==> config.mk <==
export PLATFORM = sky130hd
export DESIGN_NAME = cmg_ctrl
export DESIGN_NICKNAME = d
export VERILOG_FILES = /design/src/rtl/core/cmg_pkg.sv /design/src/rtl/core/cmg_ctrl.sv
export SDC_FILE = /design/constraint.sdc
export NUM_CORES = 1
export LEC_CHECK = 0
export BUFFER_PORTS_ARGS = -buffer_cell sky130_fd_sc_hd__buf_2
export CAP_MARGIN = 10
export CORE_AREA = 3 3 224 226
export CTS_CLUSTER_SIZE = 8
export DETAILED_ROUTE_END_ITERATION = 6
export DIE_AREA = 0 0 227 229
export MAX_ROUTING_LAYER = met4
export PLACE_DENSITY = 0.66
export SYNTH_ARGS = -nofsm -noshare
export SYNTH_HDL_FRONTEND = slang
export SYNTH_SLANG_ARGS = --single-unit
==> constraint.sdc <==
create_clock -name clk -period 2.6 [get_ports clk]
set_input_delay 0.13 -clock clk [delete_from_list [all_inputs] [get_ports clk]]
set_output_delay 0.13 -clock clk [all_outputs]
set_load 0.005 [all_outputs]
==> src/rtl/core/cmg_pkg.sv <==
`default_nettype none

package cmg_pkg;

    localparam int MATRIX_ENTRIES = 9;
    localparam int TERMS          = 4;
    localparam int HORNER_STEPS   = TERMS - 1;
    localparam int DIV_STEPS      = 8;

    // Pipeline stage map
    localparam int ST_READ      = 0;
    localparam int ST_HORNER    = 1;
    localparam int ST_ONE_MINUS = ST_HORNER + 2 * HORNER_STEPS;
    localparam int ST_DIV_FIRST = ST_ONE_MINUS + 1;
    localparam int ST_SCALE_MUL = ST_DIV_FIRST + DIV_STEPS;
    localparam int ST_SCALE_REM = ST_SCALE_MUL + 1;
    localparam int ST_SCALE_SUM = ST_SCALE_REM + 1;
    localparam int ST_SELECT    = ST_SCALE_SUM + 1;
    localparam int ST_OUT       = ST_SELECT + 1;
    localparam int PIPE_DEPTH   = ST_OUT + 1;

    localparam logic CMD_LOAD    = 1'b0;
    localparam logic CMD_COMPUTE = 1'b1;

    localparam logic CFG_NATIVE_D65    = 1'b0;
    localparam logic CFG_NATIVE_NORMAL = 1'b1;

    localparam logic [13:0] NATIVE_D65_RST    = 14'd6500;
    localparam logic [13:0] NATIVE_NORMAL_RST = 14'd7500;

    localparam logic [63:0] Q47_ONE = 64'h0000_8000_0000_0000;

    typedef struct packed {
        logic        fade;
        logic [13:0] x;
        logic [7:0]  s;
    } ctl_t;

    // Sign and magnitude with a sticky saturation flag
    typedef struct packed {
        logic        neg;
        logic [63:0] mag;
        logic        sat;
    } sm_t;

    typedef struct packed {
        logic [31:0] val;
        logic        sat;
    } q_t;

    function automatic sm_t sm_of(input logic [63:0] v);
        sm_t r;
        r.neg = v[63];
        r.mag = v[63] ? (~v + 64'd1) : v;
        r.sat = 1'b0;
        return r;
    endfunction

    function automatic logic [63:0] sm_val(input sm_t s);
        return s.neg ? (~s.mag + 64'd1) : s.mag;
    endfunction

    // Clamp a sign and magnitude to the signed 64 bit range
    function automatic sm_t sm_clamp(input logic neg, input logic [64:0] mag);
        sm_t r;
        r.sat = 1'b0;
        if (!neg) begin
            r.neg = 1'b0;
            if (mag > {2'b00, {63{1'b1}}}) begin
                r.sat = 1'b1;
                r.mag = {1'b0, {63{1'b1}}};
            end else begin
                r.mag = mag[63:0];
            end
        end else begin
            if (mag > {2'b01, 63'd0}) begin
                r.sat = 1'b1;
                r.mag = {1'b1, 63'd0};
            end else begin
                r.mag = mag[63:0];
            end
            r.neg = (r.mag != 64'd0);
        end
        return r;
    endfunction

    // Signed add of two sign and magnitude values, saturating
    function automatic sm_t sm_add(input logic pn, input logic [63:0] pm,
                                   input logic cn, input logic [63:0] cm);
        sm_t r;
        logic pn2;
        pn2 = pn && (pm != 64'd0);
        if (pn2 == cn) begin
            r = sm_clamp(pn2, {1'b0, pm} + {1'b0, cm});
        end else if (pm >= cm) begin
            r = sm_clamp(pn2, {1'b0, pm - cm});
        end else begin
            r = sm_clamp(cn, {1'b0, cm - pm});
        end
        return r;
    endfunction

    // Q16.47 to Q2.30 with rounding and saturation
    function automatic q_t to_q230(input logic [63:0] v);
        q_t r;
        logic [63:0] w;
        logic signed [63:0] f;
        r.sat = 1'b0;
        w = v + 64'd65536;
        f = $signed(w) >>> 17;
        if ($signed(v) > $signed(64'h7FFF_FFFF_FFFE_FFFF)) begin
            r.sat = 1'b1;
            r.val = 32'h7FFF_FFFF;
        end else if (f > 64'sd2147483647) begin
            r.sat = 1'b1;
            r.val = 32'h7FFF_FFFF;
        end else if (f < -64'sd2147483648) begin
            r.sat = 1'b1;
            r.val = 32'h8000_0000;
        end else begin
            r.val = f[31:0];
        end
        return r;
    endfunction

endpackage

`default_nettype wire

==> src/rtl/core/cmg_ctrl.sv <==
`default_nettype none

module cmg_ctrl #(
    parameter int DIM_STEPS = 16
) (
    input  logic                                   clk,
    input  logic                                   rst_n,
    input  logic                                   in_valid,
    input  logic                                   cmd,
    input  logic                                   table_select,
    input  logic [13:0]                            color_temp,
    input  logic [13:0]                            native_temp_d65,
    input  logic [13:0]                            native_temp_normal,
    input  logic                                   out_ready,
    output logic                                   in_ready,
    output logic [cmg_pkg::PIPE_DEPTH-1:0]         en,
    output logic [cmg_pkg::PIPE_DEPTH-1:0]         vld,
    output cmg_pkg::ctl_t [cmg_pkg::PIPE_DEPTH-1:0] ctl
);

    import cmg_pkg::*;

    logic [PIPE_DEPTH-1:0] vld_reg;
    ctl_t [PIPE_DEPTH-1:0] ctl_reg;
    ctl_t                  ctl_next;

    // Advance a stage when it is empty or the next one advances
    always_comb
    begin
        en = '0;
        en[PIPE_DEPTH-1] = !vld_reg[PIPE_DEPTH-1] || out_ready;
        for (int k = PIPE_DEPTH - 2; k >= 0; k--)
        begin
            en[k] = !vld_reg[k] || en[k+1];
        end
    end

    // Pick the evaluation point and fade step; zero the step off the fade path
    // so the unused scale chain never raises a clamp
    always_comb
    begin
        ctl_next.fade = (color_temp <= 14'(DIM_STEPS));
        ctl_next.s    = ctl_next.fade ? color_temp[7:0] : 8'd0;
        if (ctl_next.fade)
        begin
            ctl_next.x = table_select ? native_temp_d65 : native_temp_normal;
        end
        else
        begin
            ctl_next.x = color_temp;
        end
    end

    // Valid bits travel with the data
    always_ff @(posedge clk or negedge rst_n)
    begin
        if (!rst_n)
        begin
            vld_reg <= '0;
        end
        else
        begin
            if (en[0])
            begin
                vld_reg[0] <= in_valid && (cmd == CMD_COMPUTE);
            end
            for (int k = 1; k < PIPE_DEPTH; k++)
            begin
                if (en[k])
                begin
                    vld_reg[k] <= vld_reg[k-1];
                end
            end
        end
    end

    // Carry per-transaction control down the pipe
    always_ff @(posedge clk)
    begin
        if (en[0])
        begin
            ctl_reg[0] <= ctl_next;
        end
        for (int k = 1; k < PIPE_DEPTH; k++)
        begin
            if (en[k])
            begin
                ctl_reg[k] <= ctl_reg[k-1];
            end
        end
    end

    assign in_ready = en[0];
    assign vld      = vld_reg;
    assign ctl      = ctl_reg;

endmodule

`default_nettype wire

[Word-level counts from Yosys, hierarchy flattened]
Cells that the tools add are included.
Word-level totals
  register bits: 504
  bits of input ports: 48
  output and inout bits: 526
Operators by class
  order comparisons: 1
  mux-type cells: 2
  reductions and logical operators: 43
Operators by type and width (number)
  2-to-1 mux 14 bit: 2
  zero test 1 bit: 21
  logical OR 1 bit: 21
  less-or-equal comparator 14 x 5 -> 1 bit, second input constant: 1
  logical AND 1 bit: 1

[Logic depth before layout (Yosys ltp)]
Gate-level depths: netlist (run 1).
  depth in word-level cells: 22
  mapped depth: 6
  depth with buffers taken out: 5

[Worst setup path before layout (run 1)]
Ideal clock, no wire load.
  path kind: register to output
  start point: register vld_reg[20] (netlist: vld[20])
  end point: output en[0] in the netlist's numbering
  arrival time: 2.655 ns
  setup slack: -0.185 ns
  cell stages (with the launch flop): 6
  buffers on the path: 1
  cells stage by stage: dfrtp_1 > and4b_1 > inv_2 > nor4_2 > nand4_1 > buf_4
Between the ends
  cells in the longest elaborated chain, start to end: 22
RTL lines
  start, declared: RTL line cmg_ctrl.sv:23  | logic [PIPE_DEPTH-1:0] vld_reg;
  start signal, assigned by index: RTL line cmg_ctrl.sv:71  | vld_reg[k] <= vld_reg[k-1];
  zero test 1 bit: RTL line cmg_ctrl.sv:31  | en[PIPE_DEPTH-1] = !vld_reg[PIPE_DEPTH-1] || out_ready;
  logical OR 1 bit: RTL line cmg_ctrl.sv:31
  logical OR 1 bit (2 in a row): RTL line cmg_ctrl.sv:34  | en[k] = !vld_reg[k] || en[k+1];
  via en (one bit): RTL line cmg_ctrl.sv:16  | output logic [cmg_pkg::PIPE_DEPTH-1:0] en,
  logical OR 1 bit (18 in a row): RTL line cmg_ctrl.sv:34
  end, declared: RTL line cmg_ctrl.sv:16
The timed path passes the listed nets, and every way through them passes these cells.

[Final worst setup path (run 1)]
  start point: register vld_reg[20] (netlist: vld[20])
  end point: output en[7] in the netlist's numbering
Between the ends
  cells in the longest elaborated chain, start to end: 15
RTL lines (RTL line)
  zero test 1 bit: cmg_ctrl.sv:31
  logical OR 1 bit: cmg_ctrl.sv:31
  logical OR 1 bit (13 in a row): cmg_ctrl.sv:34
Every way passes these cells.

==> results of run 1 <==
-- cells by family after synthesis --
family	count (synthesis)	synth area share, %
buffers and inverters	17	0.451
DFF	504	95.0
AOI/OAI and AO/OA	27	1.37
and+or+nand+nor	54	1.95
other	1	0.0237
muxes	18	1.20
-- worst max path at each step --
| stage | slack [ns] | depth (start not counted) | from | end |
|---|---|---|---|---|
| 2_1_floorplan | 0.02 | 5 | vld[20] | ctl[276] |
| 4_1_cts | 0.01 | 7 | vld[20] | en[7] |
| 3_5_place_dp | 0.36 | 4 | vld[14] | ctl[117] |
| 3_3_place_gp | 0.54 | 4 | vld[14] | ctl[126] |
| 5_1_grt | -0.01 | 7 | vld[20] | in_ready |
| 6_report | 0.12 | 7 | vld[20] | en[7] |
-- cells in the final DEF (no fill, tap or decap), drive strengths merged, types with 3 or more instances in the layout --
cell and n:
conb 3, inv 10, nand2 13, o31ai 4, clkbuf 87, o21bai 11, dlygate4sd3 19, a21o 3
and2 7, nand2b 6, dfrtp 21, buf 598, nand4 5, mux2i 10, nand3 10, and3 3
edfxtp 483, mux2 8, a31o 4
-- cell type report --
class	instances	area, µm²
fillers	4134	26600
flip-flops and latches	504	15000
repair buffers	618	3320
clock buffers	86	1930
well taps	622	778
multi-input cells	102	746
clock inverters	6	100
inverters	8	36.3
-- through the flow --
step,instances,hold slack (ns),worst slack [ns],cell area (µm²)
6_report,1946,0.0536,0.120,21900
5_1_grt,1946,0.0117,-0.0142,21900
4_1_cts,1944,0.00393,0.0145,21900
2_1_floorplan,623,-0.166,0.0233,15800
3_3_place_gp,1833,0.104,0.542,19700
3_5_place_dp,1833,0.122,0.358,19700
-- critical path: cells and delay by family, from the launching register on --
family | cells | cell delay, ns
simple gates | 3 | 0.84
buf+inv | 4 | 0.57
flops | 1 | 0.37
-- power by group --
part / internal, mW / switching [mW] / total, mW
clock: 5.26 / 3.18 / 8.44
combinational: 0.340 / 0.386 / 0.726
sequential: 9.34 / 0.278 / 9.62
total: 14.9 / 3.85 / 18.8
-- layer usage --
| layer | wire length (µm) | GRT usage (%) |
|---|---|---|
| met4 | 1860 | 8.08 |
| met1 | 16100 | 18.8 |
| met5 | 0 | - |
| met2 | 23900 | 30.3 |
| met3 | 6430 | 9.22 |
-- what timing repair did --
| action | in CTS | in global routing |
|---|---|---|
| hold buffers | 19 | 0 |
| endpoints found under the setup margin | 9 | 11 |
| pin swaps | 0 | 1 |
| cloned | 0 | 1 |
| gates resized for setup | 2 | 7 |
| setup buffers | 0 | 1 |
| hold endpoints to repair | 42 | 0 |
==> flow_metrics.env, run 1 <==
export IMPL_status="finished clean"
export IMPL_synth_cells=621
export IMPL_min_path_cells=3
export IMPL_clk_latency_ns=0.59
export IMPL_arrival_ns=2.35
export IMPL_h_tree_depth=3
export IMPL_grt_pass1_wl_um=66500
export IMPL_drive_above_1_share_pct=52.8
export IMPL_io_pin_count=574
export IMPL_r2r_slack_ns=0.57
export IMPL_hold_viol_final=0
export IMPL_cp_required_ns=2.47
export IMPL_grt_pass1_vias=9247
export IMPL_cts_tree="built"
export IMPL_crit_path_max_incr_delay_ns=0.37
export IMPL_max_freq_mhz=403
export IMPL_path_clk_slew_ns=0.05
export IMPL_place_congestion=0.919
export IMPL_initial_core_util_pct=32.6
export IMPL_synth_async_reset_ratio_pct=4.17
export IMPL_cellLeakagePower_nw=9.55
export IMPL_ir_worst_vdd_mv=0.847
export IMPL_hpwl_um=37400
export IMPL_reg2reg_depth=6
export IMPL_die_x_um=227
export IMPL_cts_sinks=504
export IMPL_slew_viol_final=0
export IMPL_cts_root_buf="clkbuf_16"
export IMPL_die_h_um=229
export IMPL_hold_path_endpoint="ctl[10]"
export IMPL_synth_ff_type="edfxtp_1"
export IMPL_drc_errors=0
export IMPL_avgSynthCellArea_um2=25.5
export IMPL_synth_edf_count=483
export IMPL_num_vias=8937
export IMPL_fin_crit_ns=2.48
export IMPL_start_kind="flip-flop"
export IMPL_synth_top_area_share_pct=91.7
export IMPL_yosysMostFrequentCell="edfxtp_1"
export IMPL_ys_ff_latch=504
export IMPL_critical_path_peak_fanout=24
export IMPL_antenna_cells=0
export IMPL_grt_remaining_overflow=0
export IMPL_p_per_area_nw_per_um2=856
export IMPL_place_port_buffers=573
export IMPL_min_from="native_temp_normal[2]"
export IMPL_tightest_slew_ns=0.647
export IMPL_period_share_pct=95.4
export IMPL_cts_path_max_buffers=3
export IMPL_finalPower_mw=18.8
export IMPL_fin_tns_setup_ns=0
export IMPL_ant_nets=0
export IMPL_core_area_um2=48500
export IMPL_synth_common_cells="edfxtp_1 (483), dfrtp_1 (21), nand2_1 (13), o21bai_1 (11)"
export IMPL_syn_area_um2=15800
export IMPL_finClkSkew_ns=0.0169
export IMPL_syn2layout_area_growth_pct=38.7
export IMPL_crit_chain="and4b_2 > inv_4 > nor3_4 > inv_2 > or3_1 > buf_4 > buf_2"
export IMPL_setup_viol=0
export IMPL_wl_um=48400
export IMPL_path_class="flip-flop to output port"
export IMPL_crit_path_top_delay_cell="dfrtp_1"
export IMPL_ys_types=38
export IMPL_wl_per_cell_um=24.9
export IMPL_max_cap_viol_count=0
export IMPL_drt_iter0_drc=648
export IMPL_viasPerCell=4.59
export IMPL_critPathCaptureType="output port"
export IMPL_synth_area_leaders="edfxtp_1 (92%), dfrtp_1 (3.3%), mux2i_1 (0.63%)"
export IMPL_final_net_count=1355
export IMPL_antenna_found_initial=0
export IMPL_relSlewSlack_pct=55.6
export IMPL_largest_reg_flops=483
export IMPL_dr_pass1_iters=4
export IMPL_hold_class="input port to flip-flop"
export IMPL_post_route_util_pct=45.2
export IMPL_num_rows=81
export IMPL_yosysTopAreaCell="edfxtp_1"
export IMPL_grt_max_degree=26
export IMPL_cts_buffers=73
export IMPL_die_area_um2=52000
export IMPL_yosysWarnings=0
export IMPL_ys_seq_area_share_pct=95.0
export IMPL_gr_usage_all_layers_pct=18.6
export IMPL_reg2reg_to="ctl[120]"
export IMPL_r2r_start="vld[20]"
Power figures use the tool's default switching activity.
==> inputs of run 2 (changes only) <==
--- a/config.mk
+++ b/config.mk
@@ -7,12 +7,12 @@
 export LEC_CHECK = 0
 export BUFFER_PORTS_ARGS = -buffer_cell sky130_fd_sc_hd__buf_2
 export CAP_MARGIN = 10
-export CORE_AREA = 3 3 224 226
+export CORE_AREA = 3 3 222 224
 export CTS_CLUSTER_SIZE = 8
 export DETAILED_ROUTE_END_ITERATION = 6
-export DIE_AREA = 0 0 227 229
+export DIE_AREA = 0 0 225 227
 export MAX_ROUTING_LAYER = met4
-export PLACE_DENSITY = 0.66
+export PLACE_DENSITY = 0.64
 export SYNTH_ARGS = -nofsm -noshare
 export SYNTH_HDL_FRONTEND = slang
 export SYNTH_SLANG_ARGS = --single-unit
==> constraint.sdc (replaced) <==
create_clock -name clk -period 2.8 [get_ports clk]
set_input_delay 0.14 -clock clk [delete_from_list [all_inputs] [get_ports clk]]
set_output_delay 0.14 -clock clk [all_outputs]
set_load 0.005 [all_outputs]
==> flow_metrics.env, run 2 (synthesized netlist as in run 1, its figures left out) <==
export IMPL_max_freq_mhz=390
export IMPL_drc_errors=0
export IMPL_arrival_ns=2.43
export IMPL_initial_core_util_pct=33.3
export IMPL_io_pin_count=574
export IMPL_cts_tree="built"
export IMPL_wl_um=48600
export IMPL_grt_remaining_overflow=0
export IMPL_setup_viol=0
export IMPL_hold_path_endpoint="ctl[11]"
export IMPL_grt_max_degree=26
export IMPL_netSwitchingPower_mw=3.61
export IMPL_hold_class="input port to flip-flop"
export IMPL_critical_path_peak_fanout=24
export IMPL_largest_reg_flops=483
export IMPL_die_x_um=225
export IMPL_slew_viol_final=0
export IMPL_fillCellCount=4091
export IMPL_cellLeakagePower_nw=9.51
export IMPL_drive_above_1_share_pct=52.3
export IMPL_dr_pass1_iters=5
export IMPL_wl_per_cell_um=24.9
export IMPL_hold_viol_final=0
export IMPL_final_cell_mix="buf_2 (573), edfxtp_1 (483), clkbuf_16 (76), dlygate4sd3_1 (24), buf_4 (24)"
export IMPL_cp_required_ns=2.66
export IMPL_ant_nets=0
export IMPL_num_vias=8942
export IMPL_fin_crit_ns=2.57
export IMPL_r2r_start="vld[19]"
export IMPL_r2r_slack_ns=0.62
export IMPL_start_kind="flip-flop"
export IMPL_h_tree_depth=3
export IMPL_path_class="flip-flop to output port"
export IMPL_period_share_pct=91.7
export IMPL_status="finished clean"
export IMPL_ir_worst_vdd_mv=0.502
export IMPL_tightest_slew_ns=0.603
export IMPL_min_path_cells=3
export IMPL_clk_latency_ns=0.58
export IMPL_grt_pass1_vias=9348
export IMPL_syn2layout_area_growth_pct=38.4
export IMPL_netSwitchingFraction_pct=20.7
export IMPL_rsz0062_at_grt="no"
export IMPL_fin_area_um2=21900
export IMPL_cts_root_buf="clkbuf_16"
export IMPL_finClkSkew_ns=0.0216
export IMPL_cts_buffers=73
export IMPL_viasPerCell=4.60
export IMPL_relSlewSlack_pct=58.6
export IMPL_die_area_um2=51100
export IMPL_fin_tns_setup_ns=0
export IMPL_die_h_um=227
export IMPL_p_per_area_nw_per_um2=796
export IMPL_seqPwrFrac_pct=51.3
export IMPL_place_port_buffers=573
export IMPL_clkPwrFrac_pct=44.8
export IMPL_place_congestion=0.942
export IMPL_cts_sinks=504
export IMPL_reg2reg_to="ctl[92]"
export IMPL_grt_pass1_wl_um=65700
export IMPL_gr_usage_all_layers_pct=18.9
export IMPL_reg2reg_depth=6
export IMPL_pwr_share_comb_pct=4.0
export IMPL_min_from="native_temp_normal[3]"
export IMPL_max_cap_viol_count=0
export IMPL_antenna_found_initial=1
export IMPL_path_clk_slew_ns=0.05
export IMPL_post_dp_cell_area_um2=19600
export IMPL_drt_iter0_drc=544
export IMPL_final_net_count=1359
export IMPL_critPathCaptureType="output port"
export IMPL_core_area_um2=47500
export IMPL_hpwl_um=38000
export IMPL_final_common_cell="buf_2"
export IMPL_num_rows=80
export IMPL_internal_power_mw=13.8
export IMPL_cts_path_max_buffers=3
==> run 2: cell count changes in the layout (fill, tap and decap cells not counted), moves of 2 or more <==
cell and delta:
clkinv_1 +2, clkbuf_1 +2, dlygate4sd3_1 +5, inv_6 -2, buf_4 +4, buf_12 -3
==> run 2: timing repair <==
item,CTS,global route
buffers inserted,0,0
hold buffers,24,0
hold endpoints to repair,42,0
gates resized for setup,0,1
setup endpoints to repair,0,1
==> run 2: layer usage <==
metal	track usage, %	vias up	part of all wire [%]	routed length [µm]
met2	31.4	567	50	24200
met1	18.1	4441	32	15800
li1	-	3846	-	-
met4	8.39	0	4.0	1920
met5	-	-	0	0
met3	10.2	88	14	6680
==> run 2: critical path, stage by stage, from the launching register on <==
cell     delay, ns
dfrtp_1       0.37
and4b_1       0.28
inv_2         0.10
nor3_2        0.23
inv_2         0.06
or3_1         0.37
buf_4         0.25
buf_2         0.17
==> run 2: worst max-delay path by stage <==
| stage | endpoint | startpoint | cells past startpoint |
|---|---|---|---|
| after floorplan | en[0] | vld[20] | 5 |
| after global placement | ctl[92] | vld[20] | 6 |
| after detailed placement | ctl[114] | vld[19] | 6 |
| after CTS | en[8] | vld[14] | 6 |
| after global routing | en[7] | vld[19] | 7 |
| final | en[7] | vld[19] | 7 |
==> run 2: area by class of cell <==
type                    instances  area [µm²]  area share, %
diodes                          1        2.50         0.0114
clock buffers                  88        1950           8.89
clock inverters                 6        77.6          0.354
inverters                       8        30.0          0.137
multi-input cells             102         732           3.34
flip-flops and latches        504       15000           68.6
well taps                     615         769           3.51
repair buffers                622        3310           15.1
==> run 2: metrics by stage <==
step	worst slack (ns)	std cells	util [%]	hold slack (ns)	total power [mW]
global placement	0.726	1827	41.3	0.115	9.73
floorplan	0.00490	623	-	-0.156	9.08
finish	0.233	1946	46.1	0.0444	17.4
detailed placement	0.605	1827	41.3	0.135	9.74
CTS	0.0989	1945	46.0	0.00487	17.6
global route	0.0718	1946	46.1	0.0190	18.0
==> run 2: power groups by stage <==
stage / Clock [mW] / Combinational (mW) / Sequential [mW]
after detailed placement: 0 / 0.670 / 9.07
after global routing: 8.33 / 0.741 / 8.96
after floorplan: 0 / 0.0711 / 9.01
after CTS: 8.01 / 0.699 / 8.94
after global placement: 0 / 0.675 / 9.06
final: 7.80 / 0.692 / 8.93
==> inputs of run 3 (changes only) <==
==> constraint.sdc (replaced) <==
create_clock -name clk -period 3.2 [get_ports clk]
set_input_delay 0.16 -clock clk [delete_from_list [all_inputs] [get_ports clk]]
set_output_delay 0.16 -clock clk [all_outputs]
set_load 0.005 [all_outputs]
==> flow_metrics.env, run 3 (synthesized netlist as in run 1, its figures left out) <==
export IMPL_status="finished clean"
export IMPL_antenna_found_initial=1
export IMPL_core_area_um2=47500
export IMPL_viasPerCell=4.65
export IMPL_ir_worst_vdd_mv=0.420
export IMPL_crit_chain="and4b_1 > inv_2 > nor4_2 > nand4_1 > buf_4 > buf_2"
export IMPL_wl_per_cell_um=25.6
export IMPL_arrival_ns=2.86
export IMPL_start_kind="flip-flop"
export IMPL_drive_above_1_share_pct=52.2
export IMPL_layout_cells_non_filler=1937
export IMPL_num_rows=80
export IMPL_p_per_area_nw_per_um2=697
export IMPL_max_freq_mhz=331
export IMPL_critPathCaptureType="output port"
export IMPL_fin_tns_setup_ns=0
export IMPL_crit_path_max_incr_delay_ns=0.82
export IMPL_dr_pass1_iters=5
export IMPL_h_tree_depth=3
export IMPL_ant_nets=0
export IMPL_r2r_slack_ns=0.82
export IMPL_hold_viol_final=0
export IMPL_final_cell_mix="buf_2 (573), edfxtp_1 (483), clkbuf_16 (74), dlygate4sd3_1 (21), dfrtp_1 (21)"
export IMPL_slew_viol_final=0
export IMPL_grt_remaining_overflow=0
export IMPL_die_h_um=227
export IMPL_wl_um=49600
export IMPL_place_congestion=0.935
export IMPL_syn2layout_area_growth_pct=37.8
export IMPL_die_area_um2=51100
export IMPL_rsz0062_at_grt="no"
export IMPL_drc_errors=0
export IMPL_grt_max_degree=27
export IMPL_path_class="flip-flop to output port"
export IMPL_num_vias=9003
export IMPL_cellLeakagePower_nw=9.47
export IMPL_cts_path_max_buffers=3
export IMPL_largest_reg_flops=483
export IMPL_relSlewSlack_pct=36.1
export IMPL_hpwl_um=38500
export IMPL_cp_required_ns=3.04
export IMPL_die_x_um=225
export IMPL_hold_class="input port to flip-flop"
export IMPL_initial_core_util_pct=33.3
export IMPL_grt_pass1_vias=9357
export IMPL_fin_crit_ns=3.02
export IMPL_setup_viol=0
export IMPL_final_net_count=1352
export IMPL_place_port_buffers=573
export IMPL_gr_usage_all_layers_pct=19.2
export IMPL_period_share_pct=94.5
export IMPL_cts_tree="built"
export IMPL_drt_iter0_drc=626
export IMPL_place_inst=1822
export IMPL_max_cap_viol_count=0
export IMPL_grt_pass1_wl_um=67000
export IMPL_critical_path_peak_fanout=25
export IMPL_cts_buffers=73
export IMPL_finClkSkew_ns=0.0167
export IMPL_fillCellCount=4067
export IMPL_ctsResizeCount=0
export IMPL_tightest_slew_ns=0.951
export IMPL_path_clk_slew_ns=0.04
export IMPL_cts_root_buf="clkbuf_16"
export IMPL_cts_sinks=504
export IMPL_io_pin_count=574
export IMPL_final_common_cell="buf_2"
export IMPL_clk_latency_ns=0.59
export IMPL_crit_path_top_delay_cell="nor4_2"
## run 3: cell count changes in the layout (fill, tap and decap cells not counted), sizes merged
cell,change
dlygate4sd3,-3
clkbuf,-3
inv,+1
buf,-4
## run 3: timing repair
| action | CTS | global route |
|---|---|---|
| setup endpoints to repair | 0 | 0 |
| setup buffers | 0 | 0 |
| endpoints found under the hold margin | 42 | 0 |
| hold buffers | 21 | 0 |
## run 3: worst max-delay path, delay by kind of cell, from the launching register on
family,cells,cell delay [ns]
buffers and inverters,3,0.57
DFF,1,0.37
and+or+nand+nor,3,1.31
## run 3: layout make-up
type	count	area [µm²]	share of cell area, %
inverters	8	30.0	0.138
multi-input cells	102	731	3.35
repair buffers	615	3260	14.9
clock buffers	85	1890	8.68
diodes	1	2.50	0.0115
well taps	615	769	3.53
flip-flops and latches	504	15000	68.9
clock inverters	7	87.6	0.402
## run 3: stage by stage
stage / cell area (µm²) / util, % / worst slack, ns / total power [mW] / hold slack [ns]
2_1_floorplan: 15800 / - / 0.385 / 7.94 / -0.136
3_3_place_gp: 19600 / 41.2 / 0.842 / 8.52 / 0.135
3_5_place_dp: 19600 / 41.2 / 0.809 / 8.53 / 0.150
4_1_cts: 21800 / 45.8 / 0.152 / 15.4 / 0.0143
5_1_grt: 21800 / 45.8 / 0.0310 / 15.7 / 0.0237
6_report: 21800 / 45.8 / 0.175 / 15.2 / 0.0616
## run 3: layer usage
layer	wire, µm	part of all wire [%]	GRT usage, %
met5	0	0	-
met1	16600	33	18.7
met4	1880	3.8	7.53
met2	24700	50	32.2
met3	6400	13	10.3
## run 3: path summary, 6_finish.rpt
check	from	endpoint	cells past startpoint
worst max-delay path	vld[19]	in_ready	6
worst min-delay path	native_temp_d65[2]	ctl[10]	3
min in group asynchronous	rst_n	vld[6]	2
worst min register to register	ctl[369]	ctl[392]	0
worst max register to register	vld[19]	ctl[10]	5
max in group asynchronous	rst_n	vld[20]	2
## run 3: power breakdown
part	total (mW)	leakage, nW	switching, mW	internal [mW]
logic	0.599	2.92	0.321	0.278
registers	7.82	5.58	0.235	7.59
clock network	6.76	0.968	2.63	4.13
